**config.mk**
```make
export PLATFORM = sky130hd
export DESIGN_NAME = ipv4_header_check
export DESIGN_NICKNAME = d
export VERILOG_FILES = /design/src/hw/rtl/ipv4hc_pkg.sv /design/src/hw/rtl/ipv4_header_check.sv /design/src/hw/rtl/ipv4hc_parse.sv /design/src/hw/rtl/ipv4hc_outbuf.sv
export VERILOG_INCLUDE_DIRS = /design/src /design/src/hw/rtl
export SDC_FILE = /design/constraint.sdc
export NUM_CORES = 1
export LEC_CHECK = 0
export BUFFER_PORTS_ARGS = -buffer_cell sky130_fd_sc_hd__buf_2
export CORE_MARGIN = 5
export CORE_UTILIZATION = 25
export CTS_BUF_LIST = sky130_fd_sc_hd__clkbuf_2 sky130_fd_sc_hd__clkbuf_4 sky130_fd_sc_hd__clkbuf_8
export CTS_CLUSTER_DIAMETER = 80
export DETAILED_ROUTE_END_ITERATION = 12
export PLACE_DENSITY_LB_ADDON = 0.15
export RECOVER_POWER = 25
export SLEW_MARGIN = 20
export SYNTH_ARGS = -nofsm -noshare
export SYNTH_HDL_FRONTEND = slang
export SYNTH_SLANG_ARGS = --single-unit
```
**constraint.sdc**
```tcl
create_clock -name i_clk -period 7.9 [get_ports i_clk]
set_input_delay 0.79 -clock i_clk [delete_from_list [all_inputs] [get_ports i_clk]]
set_output_delay 0.79 -clock i_clk [all_outputs]
set_load 0.03 [all_outputs]
```
**src/hw/rtl/assert_macros.svh**
```systemverilog
// ---------------------------------------------------------------------------
// Assertion macros
// Shared concurrent assertion forms for the RTL.
// ---------------------------------------------------------------------------
`ifndef ASSERT_MACROS_SVH
`define ASSERT_MACROS_SVH

// same-cycle implication
`define ASSERT_IMPL(lbl, clk, rst_n, ante, cons, msg) \
    lbl: assert property (@(posedge clk) disable iff (!rst_n) (ante) |-> (cons)) \
        else $error(msg);

// next-cycle implication
`define ASSERT_NEXT(lbl, clk, rst_n, ante, cons, msg) \
    lbl: assert property (@(posedge clk) disable iff (!rst_n) (ante) |=> (cons)) \
        else $error(msg);

`endif

```
**src/hw/rtl/ipv4hc_pkg.sv**
```systemverilog
// ---------------------------------------------------------------------------
// IPv4 header check package
// Verdict codes, header offsets and the result type.
// ---------------------------------------------------------------------------
`default_nettype none

package ipv4hc_pkg;

    typedef enum logic [2:0] {
        VERDICT_ACCEPT   = 3'd0,
        VERDICT_VERSION  = 3'd1,
        VERDICT_HEADLEN  = 3'd2,
        VERDICT_TTL      = 3'd3,
        VERDICT_DEST     = 3'd4,
        VERDICT_CHECKSUM = 3'd5
    } t_verdict;

    typedef struct packed {
        t_verdict   verdict;
        logic [3:0] header_words;
    } t_result;

    localparam int          ADDR_W         = 2;
    localparam logic [1:0]  REG_LOCAL_ADDR = 2'd0;

    localparam logic [3:0]  IP_VERSION     = 4'd4;
    localparam logic [3:0]  MIN_IHL        = 4'd5;
    localparam logic [5:0]  POS_FIRST      = 6'd0;
    localparam logic [5:0]  POS_TTL        = 6'd8;
    localparam logic [5:0]  POS_CSUM_LO    = 6'd11;
    localparam logic [5:0]  POS_DEST_FIRST = 6'd16;
    localparam logic [5:0]  POS_DEST_LAST  = 6'd19;
    localparam logic [5:0]  POS_LIMIT      = 6'd60;
    localparam logic [31:0] BCAST_ADDR     = 32'hffff_ffff;

endpackage

`default_nettype wire

```
**src/hw/rtl/ipv4_header_check.sv**
```systemverilog
// ---------------------------------------------------------------------------
// IPv4 header check
// A header's verdict comes out of the result queue, after the input register and the parser.
// Throughput: one byte per unstalled cycle; input register, parser, 2-entry result queue.
// The input stalls only while the result queue is full and the input register holds an item.
// Reset: synchronous, active low; local address 0, parser waits for a start.
// ---------------------------------------------------------------------------
`default_nettype none

module ipv4_header_check (
    input  wire                            i_clk,
    input  wire                            i_rst_n,
    input  wire                            psel,
    input  wire                            penable,
    input  wire                            pwrite,
    input  wire  [ipv4hc_pkg::ADDR_W-1:0]  paddr,
    input  wire  [31:0]                    pwdata,
    output logic [31:0]                    prdata,
    output logic                           pready,
    input  wire                            i_in_valid,
    output logic                           o_in_stall,
    input  wire  [7:0]                     i_data_byte,
    input  wire                            i_start_of_packet,
    output logic                           o_out_valid,
    input  wire                            i_out_stall,
    output logic [2:0]                     o_verdict,
    output logic [3:0]                     o_header_words
);
    import ipv4hc_pkg::*;

    logic [31:0] r_local_addr;
    logic        r_in_valid;
    logic [7:0]  r_in_byte;
    logic        r_in_sop;
    logic        full;
    logic        go;
    logic        push;
    t_result     result;
    t_result     out_result;

    // configuration register
    always_ff @(posedge i_clk) begin
        if (!i_rst_n) begin
            r_local_addr <= '0;
        end else if (psel && penable && pwrite && paddr == REG_LOCAL_ADDR) begin
            r_local_addr <= pwdata;
        end
    end

    assign pready = 1'b1;
    assign prdata = (paddr == REG_LOCAL_ADDR) ? r_local_addr : 32'd0;

    // input register
    assign go         = r_in_valid && !full;
    assign o_in_stall = r_in_valid && full;

    always_ff @(posedge i_clk) begin
        if (!i_rst_n) begin
            r_in_valid <= 1'b0;
        end else if (i_in_valid && !o_in_stall) begin
            r_in_valid <= 1'b1;
        end else if (go) begin
            r_in_valid <= 1'b0;
        end
    end

    always_ff @(posedge i_clk) begin
        if (i_in_valid && !o_in_stall) begin
            r_in_byte <= i_data_byte;
            r_in_sop  <= i_start_of_packet;
        end
    end

    ipv4hc_parse u_parse (
        .i_clk             (i_clk),
        .i_rst_n           (i_rst_n),
        .i_go              (go),
        .i_data_byte       (r_in_byte),
        .i_start_of_packet (r_in_sop),
        .i_local_address   (r_local_addr),
        .o_push            (push),
        .o_result          (result)
    );

    ipv4hc_outbuf u_outbuf (
        .i_clk    (i_clk),
        .i_rst_n  (i_rst_n),
        .i_push   (push),
        .i_result (result),
        .o_full   (full),
        .o_valid  (o_out_valid),
        .i_stall  (i_out_stall),
        .o_result (out_result)
    );

    assign o_verdict      = out_result.verdict;
    assign o_header_words = out_result.header_words;

endmodule

`default_nettype wire

```
**src/hw/rtl/ipv4hc_parse.sv**
```systemverilog
// ---------------------------------------------------------------------------
// IPv4 header check: header parser
// Per-byte field checks, checksum accumulation and verdict.
// ---------------------------------------------------------------------------
`default_nettype none

module ipv4hc_parse (
    input  wire                    i_clk,
    input  wire                    i_rst_n,
    input  wire                    i_go,
    input  wire  [7:0]             i_data_byte,
    input  wire                    i_start_of_packet,
    input  wire  [31:0]            i_local_address,
    output logic                   o_push,
    output ipv4hc_pkg::t_result    o_result
);
    import ipv4hc_pkg::*;
    `include "assert_macros.svh"

    logic [5:0]  r_count,   n_count;
    logic [3:0]  r_ihl,     n_ihl;
    t_verdict    r_pending, n_pending;
    logic [31:0] r_dest,    n_dest;
    logic [15:0] r_sum,     n_sum;
    logic [7:0]  r_high,    n_high;
    logic [15:0] r_rxcsum,  n_rxcsum;
    logic        r_done,    n_done;

    always_ff @(posedge i_clk) begin
        if (!i_rst_n) begin
            r_count   <= '0;
            r_ihl     <= '0;
            r_pending <= VERDICT_ACCEPT;
            r_dest    <= '0;
            r_sum     <= '0;
            r_high    <= '0;
            r_rxcsum  <= '0;
            r_done    <= 1'b1;
        end else if (i_go) begin
            r_count   <= n_count;
            r_ihl     <= n_ihl;
            r_pending <= n_pending;
            r_dest    <= n_dest;
            r_sum     <= n_sum;
            r_high    <= n_high;
            r_rxcsum  <= n_rxcsum;
            r_done    <= n_done;
        end
    end

    always_comb begin
        logic [5:0]  last;
        logic [15:0] word;
        logic [16:0] acc;
        logic        hit;
        t_verdict    verdict;

        n_count   = r_count;
        n_ihl     = r_ihl;
        n_pending = r_pending;
        n_dest    = r_dest;
        n_sum     = r_sum;
        n_high    = r_high;
        n_rxcsum  = r_rxcsum;
        n_done    = r_done;
        hit       = 1'b0;
        verdict   = VERDICT_ACCEPT;
        word      = {r_high, i_data_byte};
        acc       = '0;
        last      = '0;

        if (i_start_of_packet) begin
            n_count   = '0;
            n_pending = VERDICT_ACCEPT;
            n_dest    = '0;
            n_sum     = '0;
            n_high    = '0;
            n_rxcsum  = '0;
            n_done    = 1'b0;
        end

        if (!n_done) begin
            if (n_count == POS_FIRST) begin
                n_ihl = i_data_byte[3:0];
                if (i_data_byte[7:4] != IP_VERSION) begin
                    hit     = 1'b1;
                    verdict = VERDICT_VERSION;
                end else if (n_ihl < MIN_IHL) begin
                    hit     = 1'b1;
                    verdict = VERDICT_HEADLEN;
                end
            end

            if (!hit) begin
                if (n_count == POS_TTL && i_data_byte == 8'd0
                        && n_pending == VERDICT_ACCEPT) begin
                    n_pending = VERDICT_TTL;
                end

                if (n_count >= POS_DEST_FIRST && n_count <= POS_DEST_LAST) begin
                    n_dest = {n_dest[23:0], i_data_byte};
                    if (n_count == POS_DEST_LAST && n_pending == VERDICT_ACCEPT
                            && n_dest != i_local_address && n_dest != BCAST_ADDR) begin
                        n_pending = VERDICT_DEST;
                    end
                end

                // even byte: high half of the word, odd byte: complete word
                if (!n_count[0]) begin
                    n_high = i_data_byte;
                end else begin
                    word = {n_high, i_data_byte};
                    if (n_count == POS_CSUM_LO) begin
                        n_rxcsum = word;
                    end else begin
                        acc   = {1'b0, n_sum} + {1'b0, word};
                        n_sum = acc[15:0] + {15'd0, acc[16]};
                    end
                end

                last = {n_ihl, 2'b00} - 6'd1;
                if (n_count == last) begin
                    hit = 1'b1;
                    if (n_pending != VERDICT_ACCEPT) begin
                        verdict = n_pending;
                    end else if (~n_sum != n_rxcsum) begin
                        verdict = VERDICT_CHECKSUM;
                    end else begin
                        verdict = VERDICT_ACCEPT;
                    end
                end else begin
                    n_count = n_count + 6'd1;
                end
            end

            if (hit) begin
                n_done = 1'b1;
            end
        end

        o_push                = i_go && hit;
        o_result.verdict      = verdict;
        o_result.header_words = n_ihl;
    end

    `ASSERT_NEXT(a_done_after_push, i_clk, i_rst_n, o_push, r_done,
        "parser not idle after verdict")
    `ASSERT_IMPL(a_count_range, i_clk, i_rst_n, !r_done, r_count < POS_LIMIT,
        "byte count beyond longest header")

endmodule

`default_nettype wire

```
**src/hw/rtl/ipv4hc_outbuf.sv**
```systemverilog
// ---------------------------------------------------------------------------
// IPv4 header check: result buffer
// Two-entry result queue; the parser stops only when both are taken.
// ---------------------------------------------------------------------------
`default_nettype none

module ipv4hc_outbuf (
    input  wire                    i_clk,
    input  wire                    i_rst_n,
    input  wire                    i_push,
    input  wire ipv4hc_pkg::t_result i_result,
    output logic                   o_full,
    output logic                   o_valid,
    input  wire                    i_stall,
    output ipv4hc_pkg::t_result    o_result
);
    import ipv4hc_pkg::*;
    `include "assert_macros.svh"

    logic [1:0] r_cnt,  n_cnt;
    t_result    r_head, n_head;
    t_result    r_tail, n_tail;
    logic       pop;

    always_ff @(posedge i_clk) begin
        if (!i_rst_n) begin
            r_cnt <= '0;
        end else begin
            r_cnt <= n_cnt;
        end
    end

    always_ff @(posedge i_clk) begin
        r_head <= n_head;
        r_tail <= n_tail;
    end

    always_comb begin
        pop    = (r_cnt != 2'd0) && !i_stall;
        n_cnt  = r_cnt;
        n_head = r_head;
        n_tail = r_tail;
        case ({i_push, pop})
            2'b10: begin
                if (r_cnt == 2'd0) begin
                    n_head = i_result;
                end else begin
                    n_tail = i_result;
                end
                n_cnt = r_cnt + 2'd1;
            end
            2'b01: begin
                n_head = r_tail;
                n_cnt  = r_cnt - 2'd1;
            end
            2'b11: begin
                if (r_cnt == 2'd1) begin
                    n_head = i_result;
                end else begin
                    n_head = r_tail;
                    n_tail = i_result;
                end
            end
            default: begin
                n_cnt = r_cnt;
            end
        endcase
    end

    assign o_full   = (r_cnt == 2'd2);
    assign o_valid  = (r_cnt != 2'd0);
    assign o_result = r_head;

    `ASSERT_IMPL(a_cnt_range, i_clk, i_rst_n, 1'b1, r_cnt != 2'd3,
        "result queue count out of range")
    `ASSERT_IMPL(a_no_overflow, i_clk, i_rst_n, i_push, r_cnt != 2'd2,
        "result pushed into full queue")

endmodule

`default_nettype wire
```
* Yosys cells after proc, flatten, opt, wreduce, memory -nomap -nowiden
Cells that the tools add are included.
** Operators by class
- Bitwise operators :: 1
- $lt $le $gt $ge :: 3
- Add/sub/neg operators :: 6
- Mux-type cells :: 68
- Equality and inequality tests :: 16
- Reductions and logical operators :: 31
** Operator list (count)
- $mux 16 :: 14
- $mux 32 :: 5
- $mux 3 :: 17
- $mux 8 :: 4
- $ne 32x32->1 :: 1
- $ne 32x32->1 const B :: 1
- $mux 7 :: 4
- $mux 6 :: 4
- $pmux 7 s3 :: 1
- $add 16x16->17 :: 1
- $add 16x1->16 :: 1
- $ne 16x16->1 :: 1
- $not 16->16 :: 1
- $logic_and 1x1->1 :: 14
- $pmux 7 s2 :: 1
- $mux 1 :: 13
- $eq 6x4->1 const B :: 2
- $mux 4 :: 3
- $logic_not 8->1 :: 1
- $reduce_bool 2->1 :: 4
- $add 6x1->6 const B :: 1
- $eq 2x2->1 const B :: 3
- $eq 6x5->1 const B :: 1
- $eq 6x6->1 :: 1
- 19 further kinds :: 26
** Storage, ports and cells
- Input bits :: 50
- Bits in registers :: 144

* Longest topological paths before layout
Gate-level depths: netlist of the first run.
- Depth after elaboration :: 22
- Gate-level depth with buffers :: 29
- Depth with buffers taken out :: 23

* Hierarchy
From an unflattened synthesis of the first run, not the netlist that was laid out.
** Unflattened totals
- Cells, all modules :: 1131
- Area total of the unflattened synthesis :: 9461.6 µm²
** Modules (own cells, without submodules)
- ipv4hc_parse :: sequential area each 1561.5 µm², cells each 866, instances 1, area each 6702.7 µm²
- ipv4_header_check :: sequential area each 930.9 µm², cells each 192, instances 1, area each 1866.8 µm²
- ipv4hc_outbuf :: sequential area each 460.4 µm², cells each 73, instances 1, area each 892.1 µm²

* Worst setup path after synthesis of the first run
No wires, ideal clock.
- Path kind :: register to register
- Start :: reg r_in_sop
- End :: reg u_outbuf.r_head (netlist bit u_outbuf.o_result[6]) (data pin)
- Library setup time :: 0.265 ns
- Arrival time :: 6.489 ns
- Path buffers :: 7
- Stages on the path, launching flop included :: 29
- Slack :: 1.146 ns
- Cells stage by stage :: edfxtp_1 -> clkbuf_1 -> buf_2 -> buf_2 -> buf_1 -> buf_2 -> clkbuf_1 -> clkbuf_1 -> nor2b_1 -> ha_1 -> nand2_1 -> o21ai_0 -> o21ai_0 -> nor2_1 -> o41a_1 -> a21o_1 -> a21o_1 -> ha_1 -> ha_1 -> xor2_1 -> xnor2_1 -> o31ai_1 -> nand4_1 -> or4_1 -> nor4_1 -> nand4_1 -> or4_4 -> nor4_4 -> o31ai_1
** RTL lines
- start, declared :: RTL line ipv4_header_check.sv:34 : logic r_in_sop;
- start signal, assigned :: RTL line ipv4_header_check.sv:70 : r_in_sop <= i_start_of_packet;
- end signal, assigned :: RTL line ipv4hc_outbuf.sv:34 : r_head <= n_head;
- end, declared :: RTL line ipv4hc_outbuf.sv:21 : t_result r_head, n_head;

==> results of run 1 <==
[logic make-up after synthesis]
logic type	share of synthesized area [%]
simple gates	29.1
flops	32.9
compound gates	20.7
buf+inv	3.76
mux	2.42
fa+ha+maj	3.93
other cells	0.0417
xor+xnor	7.17
[area by class of cell]
type | instances | area (um2)
tap | 461 | 577
clock buffer | 19 | 262
inverter | 27 | 101
sequential | 136 | 2950
fill | 3896 | 25300
timing repair buffer | 106 | 571
clock inverter | 10 | 121
multi-input combinational | 879 | 5700
[cell usage in the layout (no fill, tap or decap), types with 14 or more instances in the layout]
master and instances:
xor2_1 23, nand2_1 132, ha_1 25, a22oi_1 61
xnor2_1 48, mux2i_1 15, o21ai_0 41, buf_2 83
nand3_1 14, and2_1 53, buf_4 14, nor2_1 78
a21oi_1 31, nor2b_1 86, a21boi_0 33, nand4_1 21
dfxtp_1 113, nor3_1 21, edfxtp_1 23, clkbuf_8 19
a31oi_1 14, inv_1 27
[worst max-delay path: stages (launching register included)]
cell	delay [ns]
edfxtp_1	0.85
nor2b_1	0.11
ha_1	0.38
a21oi_1	0.28
o21ai_0	0.17
o21ai_0	0.36
nor2_1	0.12
o41a_1	0.43
a21o_1	0.19
a21o_1	0.22
ha_1	0.22
ha_1	0.22
xor2_1	0.20
xnor2_1	0.15
o31ai_1	0.28
nand4_1	0.12
or4_1	0.49
nor4_1	0.27
nand4_1	0.14
or4_4	0.51
nor4_4	0.34
o21ai_1	0.14
[per-layer routing]
metal  vias up  wire, um  GRT usage (%)
met3        30      1410           3.12
met5         -         0              0
li1       4078         -              -
met2       199     13600           24.0
met1      3885     14700           21.0
met4         0       501           3.22
[power groups by stage]
| stage | Combinational (mW) | Clock [mW] | Sequential [mW] |
|---|---|---|---|
| 2_1_floorplan | 0.112 | 0 | 0.762 |
| 3_3_place_gp | 0.177 | 0 | 0.761 |
| 3_5_place_dp | 0.176 | 0 | 0.761 |
| 4_1_cts | 0.177 | 0.621 | 0.745 |
| 5_1_grt | 0.192 | 0.645 | 0.748 |
| 6_report | 0.175 | 0.595 | 0.745 |
[how the worst max path moves through the flow]
stage,start,endpoint,slack (ns),cells past startpoint
2_1_floorplan,r_in_sop,u_outbuf.o_result[6],1.15,28
3_3_place_gp,r_in_sop,u_outbuf.o_result[6],1.51,23
3_5_place_dp,r_in_sop,u_outbuf.o_result[4],1.44,23
4_1_cts,r_in_sop,u_outbuf.o_result[4],1.39,23
5_1_grt,r_in_sop,u_outbuf.o_result[4],1.12,21
6_report,r_in_sop,u_outbuf.o_result[4],1.43,21
[flip-flops by register name, indices dropped and copies added, names as in the netlist]
signal,count
u_parse.r_rxcsum,16
u_parse.r_dest,24
r_in_sop,1
u_parse.r_count,6
u_parse.r_high,8
u_parse.r_done,1
u_parse.r_ihl,4
u_parse.r_pending,3
r_local_addr,32
u_outbuf.r_tail,7
u_outbuf.o_result,7
r_in_valid,1
u_parse.r_sum,16
u_outbuf.r_cnt,2
r_in_byte,8
[per-stage QoR]
step	utilization (%)	cell area [um2]	hold WS (ns)	cells
2_1_floorplan	-	8990	0.436	1102
3_3_place_gp	27.8	9890	0.457	1608
3_5_place_dp	27.8	9890	0.464	1608
4_1_cts	28.9	10300	0.470	1637
5_1_grt	28.9	10300	0.476	1638
6_report	28.9	10300	0.470	1638
==> run metrics, run 1 <==
top post-synthesis cells by area=dfxtp_1 25%, edfxtp_1 7.7%, nor2b_1 6.0%, nand2_1 5.5%, a22oi_1 5.1%; clock skew=0.00906 ns; hold endpoint=u_parse.r_sum[15]; Initial Utilization=25.3%; Routed Antenna Nets=0; synthesized net count=1178; Die Area=39800 um2; crit path time final=6.47 ns; Clock Latency Late Sink=0.45 ns; CP max FO=23; pre-CTS WS=1.44 ns; Remaining Overflow, GRT=0; WL per Instance=18.4 um; Die Y=200 um; DRT Pass-1 Iters=5; Pwr Density=147 nW/um2; Final Hold Fails=0; nets@finish=1243; mapped cell area=8990 um2; number of vias per cell=5.00; reg-to-reg startpoint=r_in_sop; via count=8192; count leader, synth=nand2_1; critical path class=flop to flop; Leak=3.60 nW; Yosys reg bits=136; Reg clk slew, reported paths=0.08 ns; EDFF count, synth=23; Worst Path Required=8.09 ns; Max transition margin=-68.6%; input/output buffers=90; CTS Hold Bufs=0; Hold Crit Class=flop to flop; total wire length=30.2 mm; failing checks=capacitance limit, slew limit; vias in the first global route=7987; Tcrit/Tclk final=81.9%; clock root buffer=clkbuf_8; Startpoint Class=flop; GRT Overall Usage=15.0%; CTS tree=done; H-tree level count=4; layout cell share with drive strength beyond 1=12.9%; Post-Route Setup TNS=0 ns; sequential share of power=49.2%; part of the power in the clock network=39.3%; final worst setup slack=1.43 ns; P_int=1.08 mW; cells after synthesis=1102; fin. max-slew vios=61; drt drc=0; Worst setup EP type=flop; first-pass GRT wire length=46.9 mm; maximum VDD drop=0.0919 mV; Placer Congestion=0.841; Sw Share=28.6%; post-CTS sizing=0; Synth async-reset ratio=0%; reg2reg setup slack=1.43 ns; Gate power share=11.5%; TritonCTS Buffers=17; DRT iter0 DRCs=516; switching power=0.432 mW; Post-CTS Setup Inserts=0; Avg Cell Area, Syn=8.16 um2; share of the synthesized area in the top cell type=25.2%; hold_sp=u_parse.r_sum[15]; deepest clock path buffer count=2; largest net degree at the start of global routing=116; Placeable Area=35600 um2; worst r2r dst=u_outbuf.o_result[4]; hold depth=2; register area share after synthesis=32.9%; cell taking the most area after synthesis=dfxtp_1; chip width=200 um; commonest cells in the netlist=132 x nand2_1, 113 x dfxtp_1, 86 x nor2b_1; Most used DFF post-synth=dfxtp_1; unrepaired setup endpoints after global routing=false; Arr. time, crit path=6.66 ns; power consumption=1.51 mW; fmax=155 MHz; clock sink count=136; IO Count=92; Reg2Reg Depth=21; estimated wirelength of the detail-placed design=21.9 mm; Area Growth Syn to Fin=14.4%; max capacitance violation total=1; Ys Warns=0; Synth cell types=77; status=finished with violations; initial antenna violation count=1; final setup violation count=0; Cell Rows=69; Tightest Pin Transition=2.53 ns; Antenna Cells=0
(Power assumes the default switching activity.)
==> inputs of run 2 (changes only) <==
Clock period 7.9 ns to 5.88 ns, I/O delays scaled along.
==> run metrics, run 2 (same netlist as run 1, synthesis figures left out) <==
first-pass GRT wire length=48.1 mm (+2.6%); Initial Utilization=25.3% (unchanged); Placeable Area=35600 um2 (unchanged); Area Growth Syn to Fin=17.0%; estimated wirelength of the detail-placed design=22.2 mm (+1.5%); Startpoint Class=flop; hold depth=1 (-1); DRT Pass-1 Iters=5 (unchanged); leading cell type in the layout, fill and taps excluded=nand2_1; TritonCTS Buffers=17 (unchanged); hold_ws=0.297 ns (-0.173 ns); reg2reg setup slack=0.25 ns (-1.18 ns); worst r2r dst=u_outbuf.o_result[6]; switching power=0.617 mW (+43%); CP delay by family, top=simple AND/OR/NAND/NOR gates; H-tree level count=4 (unchanged); crit path time final=5.63 ns (-0.836 ns); drt drc=0 (unchanged); Placer Congestion=0.854 (+1.5%); via count=8309 (+1.4%); Cell Rows=69 (unchanged); Largest register FFs=32 (unchanged); deepest clock path buffer count=2 (unchanged); Sw Share=30.8% (+2.3 points); Hold Crit Class=primary input to flop; pre-CTS WS=-0.188 ns (-1.63 ns); Reg2Reg Depth=23 (+9.5%); final setup violation count=0 (unchanged); DRT iter0 DRCs=443 (-14%); Gate power share=12.9% (+1.4 points); critical path depth=23 (+9.5%); hold_sp=i_data_byte[4]; largest net degree at the start of global routing=116 (unchanged); unrepaired setup endpoints after global routing=false; CP max-delay cell=or4_1; vias in the first global route=8204 (+2.7%); Die Y=200 um (unchanged); Leak=3.71 nW (+3.0%); leading cell types in the layout, fill and taps excluded=131 x nand2_1, 113 x dfxtp_1, 85 x nor2b_1, 83 x buf_2, 78 x nor2_1; status=finished with violations; Largest Register=r_local_addr; P_int=1.38 mW (+28%); total wire length=30.8 mm (+1.9%); reg-to-reg startpoint=r_in_sop; Arr. time, crit path=5.83 ns (-0.83 ns); Buf/Inv on CP=2 (+2); max capacitance violation total=1 (unchanged); nets@finish=1265 (+1.8%); Tightest Pin Transition=2.12 ns (-0.408 ns); Tcrit/Tclk final=95.8% (+14 points); input/output buffers=90 (unchanged); number of vias per cell=5.00 (about the same); fin. max-slew vios=52 (-15%); Pwr Density=190 nW/um2 (+29%); initial antenna violation count=0 (-1); Worst Path Required=6.08 ns (-2.01 ns); largest registers=r_local_addr (32), u_parse.r_dest (24); Remaining Overflow, GRT=0 (unchanged); Max transition margin=-41.4% (+27 points); CTS Hold Bufs=0 (unchanged); clock root buffer=clkbuf_8; clock skew=0.0166 ns (+0.00751 ns); WL per Instance=18.5 um (+0.37%); CTS tree=done; sequential share of power=49.4% (+0.2 points); part of the power in the clock network=37.6% (-1.7 points); CP max FO=4 (-83%); Final Hold Fails=0 (unchanged); Max stage delay on crit path=0.57 ns (-0.28 ns); clock sink count=136 (unchanged); final worst setup slack=0.246 ns (-1.18 ns); Clock Latency Late Sink=0.47 ns (+0.02 ns); Antenna Cells=0 (unchanged); Reg clk slew, reported paths=0.09 ns (about the same); Routed Antenna Nets=0 (unchanged); IO Count=92 (unchanged); GRT Overall Usage=15.4% (+0.41 points); layout cell share with drive strength beyond 1=15.8% (+2.9 points); fmax=178 MHz (+15%); worst path cell trace=nor2b_1 -> ha_1 -> inv_1 -> fa_1 -> nand2b_1 -> a2111oi_4 -> o21ai_2 -> nor2_2 -> o41a_1 -> a21o_1 -> a21o_1 -> ha_4 -> ha_4 -> and4_1 -> xor2_2 -> a221oi_1 -> or4_1 -> nor4_2 -> nand4_1 -> or4_4 -> nor4_4 -> buf_4 -> o31ai_1; Die Area=39800 um2 (unchanged); Worst setup EP type=flop; chip width=200 um (unchanged); hold endpoint=r_in_byte[4]; critical path class=flop to flop; failing checks=capacitance limit, slew limit; maximum VDD drop=0.123 mV (+34%)
[run 2: changes by cell type in the layout (fill, tap and decap cells not counted), sizes merged]
cell,previous run,this run
clkbuf,27,28
clkinv,4,5
bufinv,2,0
buf,98,120
inv,29,32
[run 2: cell type report]
class / instances / area (um2)
sequential: 136 / 2950
multi-input combinational: 879 / 5790
tap: 461 / 577
clock buffer: 20 / 263
inverter: 27 / 101
clock inverter: 12 / 93.8
fill: 3858 / 25100
timing repair buffer: 128 / 736
[run 2: per-layer routing]
metal / up-vias / GRT usage (%) / wire (um)
li1: 4119 / - / -
met1: 3930 / 21.7 / 15000
met4: 0 / 5.16 / 775
met5: - / 0 / 0
met3: 44 / 2.92 / 1380
met2: 216 / 23.7 / 13600
[run 2: worst max path at each step]
| stage | startpoint | endpoint |
|---|---|---|
| 6_report | r_in_sop | u_outbuf.o_result[6] |
| 5_1_grt | r_in_sop | u_outbuf.o_result[6] |
| 4_1_cts | r_in_sop | u_outbuf.o_result[6] |
| 3_5_place_dp | r_in_sop | u_outbuf.r_tail[4] |
| 3_3_place_gp | r_in_sop | u_outbuf.r_tail[4] |
| 2_1_floorplan | r_in_sop | u_outbuf.r_tail[4] |
[run 2: stage by stage]
stage / cells / instance area (um2) / power (mW) / setup TNS, ns / utilization, %
floorplan: 1102 / 9080 / 1.18 / -0.336 / -
global placement: 1626 / 10100 / 1.27 / -0.251 / 28.3
detailed placement: 1626 / 10100 / 1.27 / -0.573 / 28.3
CTS: 1659 / 10400 / 2.03 / 0 / 29.3
global route: 1663 / 10500 / 2.09 / 0 / 29.6
finish: 1663 / 10500 / 2.00 / 0 / 29.6
[run 2: timing repair]
action	in CTS	in global routing
endpoints found under the setup margin	4	4
resized for setup	0	10
buffers inserted	1	3
pin swaps	1	3
[run 2: power groups by stage]
stage | clock (mW) | sequential, mW | combinational (mW)
3_3_place_gp | 0 | 1.01 | 0.260
4_1_cts | 0.777 | 0.990 | 0.261
2_1_floorplan | 0 | 1.02 | 0.156
5_1_grt | 0.816 | 0.994 | 0.285
6_report | 0.753 | 0.990 | 0.259
3_5_place_dp | 0 | 1.01 | 0.260
==> inputs of run 3 (changes only) <==
Settings changed: CORE_UTILIZATION 25 to 56.
==> run metrics, run 3 (same netlist as run 1, synthesis figures left out) <==
status=finished with violations; failing checks=capacitance limit, slew limit; reg2reg setup slack=0.28 ns (+0.04 ns); dpl cells=1378 (-15%); Final Hold Fails=0 (unchanged); TritonCTS Buffers=17 (unchanged); drt drc=0 (unchanged); H-tree level count=4 (unchanged); Pwr Density=199 nW/um2 (+4.3%); Max stage delay on crit path=0.56 ns (about the same); Sw Share=29.5% (-1.3 points); Die Area=18700 um2 (-53%); via count=8499 (+2.3%); CTS tree=done; largest registers=r_local_addr (32), u_parse.r_dest (24); Max transition margin=-108% (-67 points); sequential share of power=48.7% (-0.7 points); deepest clock path buffer count=2 (unchanged); estimated wirelength of the detail-placed design=19.4 mm (-12%); leading cell type in the layout, fill and taps excluded=nand2_1; Startpoint Class=flop; Reg clk slew, reported paths=0.08 ns (about the same); CP max-delay cell=or4bb_1; Final Cell Area=10200 um2 (-2.8%); Gate power share=12.3% (-0.6 points); Hold Crit Class=primary input to flop; layout cell share with drive strength beyond 1=15.2% (-0.59 points); input/output buffers=90 (unchanged); Clock Latency Late Sink=0.47 ns (about the same); P_int=1.43 mW (+3.3%); crit path time final=5.60 ns (-0.0374 ns); Initial Utilization=56.8% (+32 points); critical path depth=21 (-8.7%); nets@finish=1259 (-0.47%); Tcrit/Tclk final=95.2% (-0.64 points); Cell Rows=46 (-33%); Largest register FFs=32 (unchanged); hold_ws=0.299 ns (+0.00231 ns); Finished Layout Cells=1412 (-15%); Crit. Startpoint=r_in_sop; Largest Register=r_local_addr; hold depth=1 (unchanged); clock sink count=136 (unchanged); Leak=3.69 nW (-0.61%); Reg2Reg Depth=21 (-8.7%); fmax=179 MHz (+0.67%); Die Y=137 um (-32%); CP max FO=4 (unchanged); Routed Antenna Nets=0 (unchanged); Buf/Inv on CP=1 (-1); GRT Overall Usage=28.8% (+13 points); Arr. time, crit path=5.80 ns (-0.03 ns); max capacitance violation total=1 (unchanged); Util after Layout=64.6% (+35 points); Tightest Pin Transition=3.12 ns (+1.00 ns); Area Growth Syn to Fin=13.7%; part of the power in the clock network=38.9% (+1.3 points); unrepaired setup endpoints after global routing=false; first-pass GRT wire length=42.2 mm (-12%); final setup violation count=0 (unchanged); IO Count=92 (unchanged); Remaining Overflow, GRT=0 (unchanged); Antenna Cells=0 (unchanged); Worst setup EP type=flop; fin. max-slew vios=88 (+69%); total wire length=26.9 mm (-13%); leading cell types in the layout, fill and taps excluded=131 x nand2_1, 112 x dfxtp_1, 85 x nor2b_1, 80 x buf_2, 78 x nor2_1; post-detailed-placement cell area=9730 um2 (-3.3%); WL per Instance=19.0 um (+2.9%); clock root buffer=clkbuf_8; CTS Hold Bufs=0 (unchanged); Worst Path Required=6.08 ns (about the same); clock skew=0.0130 ns (-0.00356 ns); worst path cell trace=nor2b_1 -> ha_2 -> inv_1 -> fa_2 -> nand2b_4 -> a2111oi_4 -> o21ai_2 -> nor2_2 -> o41a_1 -> a21o_1 -> a21o_1 -> ha_4 -> ha_4 -> nand4_1 -> or4bb_1 -> o21ba_2 -> a311oi_4 -> nand4_1 -> or4_4 -> nor4_4 -> o22ai_1; switching power=0.599 mW (-3.0%); Placer Congestion=1.01 (+18%); CP delay by family, top=simple AND/OR/NAND/NOR gates; reg-to-reg startpoint=r_in_sop; largest net degree at the start of global routing=88 (-24%); initial antenna violation count=0 (unchanged); vias in the first global route=8049 (-1.9%); maximum VDD drop=0.161 mV (+31%); number of vias per cell=6.02 (+20%); chip width=137 um (-32%); DRT iter0 DRCs=730 (+65%); Placeable Area=15800 um2 (-56%); CP Capture Point=u_outbuf.r_tail[4]; critical path class=flop to flop; DRT Pass-1 Iters=5 (unchanged); worst r2r dst=u_outbuf.r_tail[4]
==> run 3: changes by cell type in the layout (fill, tap and decap cells not counted), moves of 2 or more <==
| cell | before | now |
|---|---|---|
| buf_4 | 36 | 29 |
| buf_2 | 83 | 80 |
| clkbuf_4 | 2 | 0 |
| clkinv_2 | 3 | 1 |
| inv_6 | 2 | 4 |
| clkbuf_1 | 8 | 12 |
==> run 3: power groups by stage <==
| stage | clock network [mW] | registers (mW) | logic [mW] |
|---|---|---|---|
| after CTS | 0.796 | 0.989 | 0.247 |
| after detailed placement | 0 | 1.01 | 0.244 |
| after global routing | 0.840 | 0.992 | 0.272 |
| final | 0.790 | 0.989 | 0.250 |
| after floorplan | 0 | 1.02 | 0.156 |
| after global placement | 0 | 1.01 | 0.241 |
==> run 3: how the worst min path moves through the flow <==
stage	start	to	slack, ns
2_1_floorplan	u_parse.r_sum[15]	u_parse.r_sum[15]	0.44
3_3_place_gp	u_parse.r_sum[15]	u_parse.r_sum[15]	0.46
3_5_place_dp	u_parse.r_sum[15]	u_parse.r_sum[15]	0.47
4_1_cts	i_data_byte[1]	r_in_byte[1]	0.29
5_1_grt	i_data_byte[4]	r_in_byte[4]	0.29
6_report	i_data_byte[1]	r_in_byte[1]	0.30
==> run 3: final cells by class <==
cell class,instances,area (um2)
clock buffer,19,262
sequential,136,2960
clock inverter,13,131
multi-input combinational,879,5830
tap,216,270
timing repair buffer,122,674
inverter,27,101
fill,1378,5610
==> run 3: metrics by stage <==
step                power (mW)  setup WS (ns)  setup TNS (ns)
finish                    2.03          0.284               0
global placement          1.25          0.204               0
floorplan                 1.18         -0.117          -0.336
detailed placement        1.26       -0.00289        -0.00289
global route              2.10        0.00719               0
CTS                       2.03         0.0604               0
==> run 3: metal layers <==
| metal | wire length [um] | GRT usage, % | vias to the layer above |
|---|---|---|---|
| li1 | - | - | 4112 |
| met1 | 11700 | 37.2 | 3964 |
| met2 | 12500 | 47.9 | 365 |
| met3 | 1980 | 5.66 | 58 |
| met4 | 767 | 9.91 | 0 |
| met5 | 0 | 0 | - |
==> run 3: timing repair <==
action	in CTS	in global routing
pin swaps	1	11
gates resized for setup	0	18
endpoints found under the setup margin	3	4
setup buffers	0	2
